==> config.mk <==
export PLATFORM = sky130hd
export DESIGN_NAME = mpam_ctrl
export DESIGN_NICKNAME = d
export VERILOG_FILES = /design/src/sv/mpam_pkg.sv /design/src/sv/mpam_ctrl.sv
export SDC_FILE = /design/constraint.sdc
export NUM_CORES = 1
export LEC_CHECK = 0
export ABC_AREA = 1
export BUFFER_PORTS_ARGS = -buffer_cell sky130_fd_sc_hd__buf_2
export CAP_MARGIN = 20
export CORE_AREA = 4 4 41 43
export CTS_CLUSTER_DIAMETER = 50
export CTS_CLUSTER_SIZE = 40
export DETAILED_ROUTE_END_ITERATION = 7
export DIE_AREA = 0 0 45 47
export PLACE_DENSITY = 0.47
export SYNTH_ARGS = -nofsm -noshare
export SYNTH_HDL_FRONTEND = slang
export SYNTH_SLANG_ARGS = --single-unit
==> constraint.sdc <==
create_clock -name clk -period 1.1 [get_ports clk]
set_input_delay 0.055 -clock clk [delete_from_list [all_inputs] [get_ports clk]]
set_output_delay 0.055 -clock clk [all_outputs]
set_load 0.05 [all_outputs]
==> src/sv/mpam_pkg.sv <==
// shared types and constants for the max pooling argmax location unit
package mpam_pkg;

  // request codes
  localparam logic REQ_LOAD  = 1'b0;
  localparam logic REQ_QUERY = 1'b1;

  // field widths
  localparam int INDEX_W    = 12;
  localparam int VALUE_W    = 16;
  localparam int QUERY_W    = 6;
  localparam int LOC_W      = 16;
  localparam int DIM_W      = 7;
  localparam int WIN_W      = 5;
  localparam int PAD_W      = 4;
  localparam int CFG_DATA_W = 7;
  localparam int REG_IDX_W  = 3;
  // signed window origin: covers 63*31 down to -15
  localparam int OFS_W      = 13;

  // register indexes
  typedef enum logic [REG_IDX_W-1:0] {
    REG_PLANE_HEIGHT    = 3'd0,
    REG_PLANE_WIDTH     = 3'd1,
    REG_WINDOW_HEIGHT   = 3'd2,
    REG_WINDOW_WIDTH    = 3'd3,
    REG_STEP_ROWS       = 3'd4,
    REG_STEP_COLS       = 3'd5,
    REG_PAD_ROWS_BEFORE = 3'd6,
    REG_PAD_COLS_BEFORE = 3'd7
  } reg_idx_t;

  // register reset values
  localparam logic [DIM_W-1:0] RST_PLANE_HEIGHT    = 7'd1;
  localparam logic [DIM_W-1:0] RST_PLANE_WIDTH     = 7'd1;
  localparam logic [WIN_W-1:0] RST_WINDOW_HEIGHT   = 5'd2;
  localparam logic [WIN_W-1:0] RST_WINDOW_WIDTH    = 5'd2;
  localparam logic [WIN_W-1:0] RST_STEP_ROWS       = 5'd2;
  localparam logic [WIN_W-1:0] RST_STEP_COLS       = 5'd2;
  localparam logic [PAD_W-1:0] RST_PAD_ROWS_BEFORE = 4'd0;
  localparam logic [PAD_W-1:0] RST_PAD_COLS_BEFORE = 4'd0;

  // controller to datapath commands
  typedef struct packed {
    logic load_wr;
    logic capture;
    logic origin;
    logic bounds;
    logic base;
    logic scan;
    logic result;
  } mpam_cmd_t;

  // datapath to controller status
  typedef struct packed {
    logic empty;
    logic last;
  } mpam_sts_t;

endpackage

==> src/sv/mpam_ctrl.sv <==
// controller state machine: sequences load, window setup, scan and result
module mpam_ctrl (
  input  logic                clk,
  input  logic                rst_n,
  input  logic                in_valid,
  input  logic                in_req_type,
  output logic                in_stall,
  output logic                out_valid,
  input  logic                out_stall,
  input  mpam_pkg::mpam_sts_t sts,
  output mpam_pkg::mpam_cmd_t cmd
);

  typedef enum logic [2:0] {
    IDLE,
    ORIGIN,
    BOUNDS,
    BASE,
    SCAN,
    DRAIN,
    RESULT
  } state_t;

  state_t state_r, state_nxt;
  logic   out_valid_r, out_valid_nxt;

  always_comb begin
    state_nxt     = state_r;
    out_valid_nxt = out_valid_r && out_stall;
    cmd           = '0;
    unique case (state_r)
      IDLE: begin
        if (in_valid) begin
          if (in_req_type == mpam_pkg::REQ_QUERY) begin
            cmd.capture = 1'b1;
            state_nxt   = ORIGIN;
          end else begin
            cmd.load_wr = 1'b1;
          end
        end
      end
      ORIGIN: begin
        cmd.origin = 1'b1;
        state_nxt  = BOUNDS;
      end
      BOUNDS: begin
        cmd.bounds = 1'b1;
        state_nxt  = BASE;
      end
      BASE: begin
        cmd.base  = 1'b1;
        state_nxt = sts.empty ? RESULT : SCAN;
      end
      SCAN: begin
        cmd.scan = 1'b1;
        if (sts.last) begin
          state_nxt = DRAIN;
        end
      end
      DRAIN: begin
        state_nxt = RESULT;
      end
      RESULT: begin
        if (!out_valid_r || !out_stall) begin
          cmd.result    = 1'b1;
          out_valid_nxt = 1'b1;
          state_nxt     = IDLE;
        end
      end
      default: begin
        state_nxt = IDLE;
      end
    endcase
  end

  always_ff @(posedge clk) begin
    if (!rst_n) begin
      state_r     <= IDLE;
      out_valid_r <= 1'b0;
    end else begin
      state_r     <= state_nxt;
      out_valid_r <= out_valid_nxt;
    end
  end

  assign in_stall  = (state_r != IDLE);
  assign out_valid = out_valid_r;

endmodule

==> results.json, run 1 <==
{
  "r2r-start": "state_r[0]",
  "ctsLongestPathBuffers": 2,
  "min_period_over_period": 1.09,
  "pin_count": 16,
  "hold_class": "input pin to flip-flop",
  "rsz0062_at_grt": "yes",
  "final_common_cell": "nand2_1",
  "synth.cell_area_um2": 279,
  "clock-skew-final_ns": 0.000173,
  "nets": 76,
  "worst_ep_required_time_ns": 1.04,
  "start_kind": "flip-flop",
  "grt_max_degree": 6,
  "io_buffers": 15,
  "r2r_cells": 5,
  "dieArea_um2": 2120,
  "dp_hpwl_um": 634,
  "holdWs_ns": 0.0865,
  "coreArea_um2": 1300,
  "slew_headroom": 0.836,
  "arrival_ns": 1.15,
  "crit_path_cell_trace": "inv_4, nand2_4, nor2_4, inv_2, nor2_4, buf_8",
  "hold_path_depth": 3,
  "area_delta_synth_final_pct": 92.4,
  "min_to": "state_r[0]",
  "vias": 330,
  "regToRegSetupSlack_ns": 0.11,
  "regToRegEndpoint": "state_r[2]",
  "slowest_delay_ns": 0.35,
  "fillers": 145,
  "avgSynthCellArea_um2": 6.20,
  "status": "finished, violations left",
  "clockRootBuffer": "clkbuf_4",
  "vdd_drop_max_v": 0.000706,
  "worstSetupPathType": "flip-flop to output port",
  "die_h_um": 47,
  "crit_fanout": 4,
  "rows": 13,
  "hp-start": "rst_n",
  "timing.setup.tns_ns": -0.393,
  "fmax_ghz": 0.831,
  "grt_pass1_vias": 343,
  "dieWidth_um": 45,
  "p_leak_nw": 0.275,
  "drtAntennaViolNets": 0,
  "drive_above_1_share": 0.642,
  "dr.pass1.iters": 2,
  "routed_wl_um": 786,
  "gp_congestion": 0.744,
  "p_per_area_nw_per_um2": 1400,
  "worstSkewPairLatency_ns": 0.23,
  "antenna_found_initial": 0,
  "syn_inst": 45,
  "crit_path_end_kind": "output port",
  "setup_viol": 6,
  "avgRoutedWirePerCell_um": 9.59,
  "synth_seq_cells": 4,
  "crit_path_top_delay_cell": "dfxtp_4",
  "gr-usage-all-layers": 0.0932,
  "drt_iter0_markers": 4,
  "fin_ws_ns": -0.103,
  "dp_slack_ns": 0.0310,
  "cts_sinks": 4,
  "clkTransAtPathRegs_ns": 0.04,
  "critical_path.most_common_cell": "nor2_4",
  "grt_overflow_total": 0,
  "worst_pin_slew_ns": 0.247,
  "ys_types": 15,
  "drc_errors": 0,
  "total_power_w": 0.000749,
  "final.min_clock_period_ns": 1.20,
  "cts_made_buffers": 3,
  "ys_seq_area_frac": 0.287,
  "ys_warn_count": 0,
  "htreeDepth": 1,
  "maxSlewViolCount": 0,
  "layout_common_cells": "nand2_1 (8), buf_2 (7), inv_1 (6), buf_6 (6), buf_4 (5)",
  "viasPerCell": 4.02,
  "finalHoldViolCount": 0,
  "grt_pass1_wl_um": 1410,
  "synthesis.nets": 52,
  "violations": "setup timing",
  "maxCapViolCount": 0,
  "start_util": 0.214,
  "cts_tree": "done",
  "diodes": 0
}
## state kept, by name (all words and copies together) (netlist names)
signal,cells
out_valid,1
state_r,3
## metrics by stage
step	cell area [um^2]	cells	utilization
after floorplan	307	45	-
after global placement	419	78	0.322
after detailed placement	419	78	0.322
after CTS	498	82	0.383
after global routing	537	82	0.413
final	537	82	0.413
## critical path, delay by kind of cell, from the launching register on
family,cells,cell delay [ns]
DFF,1,0.35
buffers and inverters,3,0.28
and+or+nand+nor,3,0.27
## repair_timing
action | CTS | global route
setup endpoints to repair | 8 | 8
setup buffers | 1 | 0
pin swaps | 0 | 1
hold buffers | 0 | 0
resized for setup | 19 | 11
endpoints found under the hold margin | 0 | 0
## per-layer routing
layer  vias to the layer above  global-route usage  part of all wire
met1                       137              0.0977              0.36
met5                         -                   0                 0
met2                        14               0.164              0.54
met4                         0              0.0351                 0
met3                         0              0.0421             0.092
li1                        179                   -                 -
## cell families (layout without fill, tap and decap cells)
group,Yosys count,in the layout,synth area share
buf+inv,10,32,0.161
flops,4,4,0.287
compound gates,4,4,0.0897
simple gates,27,27,0.462
## cell type report
class	instances	area [um^2]	share of cell area
clock buffers	3	22.5	0.0420
inverters	9	38.8	0.0723
multi-input cells	31	198	0.368
flip-flops and latches	4	88.8	0.166
well taps	15	18.8	0.0350
repair buffers	20	170	0.317
## where the power goes
group,switching [W],internal (W)
Sequential,0.0000197,0.000162
Combinational,0.000234,0.000149
Clock,0.0000632,0.000122
## how the worst max path moves through the flow
stage,start,end,slack (ns),cells after the start
5_1_grt,state_r[1],cmd[5],-0.16,6
3_3_place_gp,state_r[2],cmd[0],0.02,5
3_5_place_dp,state_r[2],cmd[0],0.03,5
6_report,state_r[0],cmd[5],-0.10,6
2_1_floorplan,state_r[0],cmd[5],-0.13,5
4_1_cts,state_r[0],cmd[6],-0.09,6
## cells in the mapped netlist
| cell type | number | area share |
|---|---|---|
| dfxtp_1 | 4 | 0.29 |
| inv_1 | 7 | 0.094 |
| nand3_1 | 3 | 0.054 |
| nor2_4 | 1 | 0.040 |
| a31oi_1 | 1 | 0.022 |
| a21oi_1 | 1 | 0.018 |
| o21ai_1 | 1 | 0.018 |
| nand2_1 | 9 | 0.12 |
| nor3_1 | 1 | 0.018 |
| nor2_2 | 3 | 0.067 |
| inv_2 | 2 | 0.027 |
| a21oi_2 | 1 | 0.031 |
| nor2_1 | 7 | 0.094 |
| nand2_2 | 3 | 0.067 |
| buf_6 | 1 | 0.040 |
(Power assumes the default switching activity.)
==> run 2: changes to the inputs <==
--- a/config.mk
+++ b/config.mk
@@ -13,7 +13,7 @@
 export CTS_CLUSTER_SIZE = 40
 export DETAILED_ROUTE_END_ITERATION = 7
 export DIE_AREA = 0 0 45 47
-export PLACE_DENSITY = 0.47
+export PLACE_DENSITY = 0.49
 export SYNTH_ARGS = -nofsm -noshare
 export SYNTH_HDL_FRONTEND = slang
 export SYNTH_SLANG_ARGS = --single-unit
==> run 2 against run 1 <==
Net effect: the flow still finishes with violations (setup timing); worst setup slack worse by 0.012 ns; clock skew grew 0.0083 ns; flip-flop and latch count is the same; critical path depth did not move; combinational power increased by 13%; sequential power fell by 3%; critical path type unchanged; critical endpoint is now cmd[6]; highest routed layer unchanged.
==> results.json, run 2 (same netlist as run 1, synthesis figures left out) <==
{
  "rsz0062_at_grt": "yes",
  "diodes": 0,
  "worstSetupPathType": "flip-flop to output port",
  "grt_pass1_wl_um": 1220,
  "grt_overflow_total": 0,
  "grt_busiest_layer": "met2",
  "clockRootBuffer": "clkbuf_4",
  "die_h_um": 47,
  "avgRoutedWirePerCell_um": 9.36,
  "use_met2": 0.130,
  "drc_errors": 0,
  "antenna_found_initial": 0,
  "regToRegSetupSlack_ns": -0.06,
  "gp_congestion": 0.666,
  "arrival_ns": 1.16,
  "crit_fanout": 4,
  "ctsLongestPathBuffers": 2,
  "dp_hpwl_um": 623,
  "worstSkewPairLatency_ns": 0.24,
  "stdcell_area_um2": 577,
  "nets": 79,
  "cts_made_buffers": 3,
  "postPlaceCellArea_um2": 439,
  "grt_use_met1": 0.0864,
  "pin_count": 16,
  "fmax_ghz": 0.823,
  "hold_class": "input pin to flip-flop",
  "drive_above_1_share": 0.671,
  "drtAntennaViolNets": 0,
  "crit_path_end_kind": "output port",
  "worst_ep_required_time_ns": 1.04,
  "grt_pass1_vias": 347,
  "maxCapViolCount": 0,
  "drt_iter0_markers": 9,
  "status": "finished, violations left",
  "setup_viol": 9,
  "regMostFlops": "state_r",
  "gr-usage-all-layers": 0.0806,
  "io_buffers": 15,
  "dieWidth_um": 45,
  "coreArea_um2": 1300,
  "largest_reg_flops": 3,
  "dr.pass1.iters": 2,
  "finalHoldViolCount": 0,
  "dieArea_um2": 2120,
  "cts_sinks": 4,
  "final.min_clock_period_ns": 1.22,
  "clkTransAtPathRegs_ns": 0.04,
  "area_delta_synth_final_pct": 107,
  "maxSlewViolCount": 0,
  "vdd_drop_max_v": 0.000598,
  "clock-skew-final_ns": 0.00852,
  "slew_headroom": 0.834,
  "met3_usage": 0.0345,
  "grt_max_degree": 6,
  "fillers": 144,
  "cts_tree": "done",
  "final_util": 0.443,
  "rows": 13,
  "routed_wl_um": 796,
  "fin_ws_ns": -0.115,
  "timing.setup.tns_ns": -0.447,
  "p_per_area_nw_per_um2": 1370,
  "worst_pin_slew_ns": 0.250,
  "p_leak_nw": 0.293,
  "htreeDepth": 1,
  "violations": "setup timing",
  "holdWs_ns": 0.0758,
  "layout_common_cells": "nand2_1 (8), buf_2 (7), buf_6 (6), buf_4 (6), inv_1 (5)",
  "start_kind": "flip-flop",
  "final_common_cell": "nand2_1",
  "viasPerCell": 4.33,
  "vias": 368,
  "min_period_over_period": 1.10,
  "start_util": 0.214
}
[run 2: cell type report]
cell class,instances,area (um^2),area share
well taps,15,18.8,0.0325
multi-input cells,31,203,0.351
inverters,9,33.8,0.0586
clock buffers,3,22.5,0.0390
flip-flops and latches,4,86.3,0.150
repair buffers,23,213,0.369
[run 2: worst paths after layout]
check,from,to,cells past startpoint
worst max-delay path,state_r[0],cmd[6],6
worst max register to register,state_r[0],state_r[2],8
worst min-delay path,rst_n,state_r[2],3
worst min register to register,out_valid,out_valid,2
[run 2: where the power goes]
group | internal [W] | switching [W]
clock network | 0.000122 | 0.0000604
logic | 0.000187 | 0.000247
registers | 0.000159 | 0.0000159
[run 2: stage by stage]
stage                     total power, W  std cells  worst slack, ns
after floorplan                 0.000398         45           -0.128
after global placement          0.000495         79           0.0186
after detailed placement        0.000495         79           0.0177
after CTS                       0.000747         83           -0.104
after global routing            0.000834         85           -0.151
final                           0.000791         85           -0.115
[run 2: layer usage]
layer / share of wire / up-vias / wire length, um
met3: 0.090 / 0 / 72
li1: - / 190 / -
met2: 0.52 / 14 / 410
met4: 0 / 0 / 0
met1: 0.39 / 164 / 313
met5: 0 / - / 0
[run 2: worst max-delay path: stages (launching register included)]
cell	delay, ns
dfxtp_2	0.33
inv_2	0.08
nand2_4	0.06
nor2_4	0.13
nand2_2	0.07
nor2_4	0.09
buf_8	0.15
[run 2: timing repair]
| item | CTS | global route |
|---|---|---|
| cloned | 0 | 0 |
| endpoints found under the setup margin | 8 | 10 |
| resized for setup | 22 | 9 |
| pin swaps | 0 | 3 |
| hold buffers | 0 | 0 |
| setup buffers | 1 | 3 |
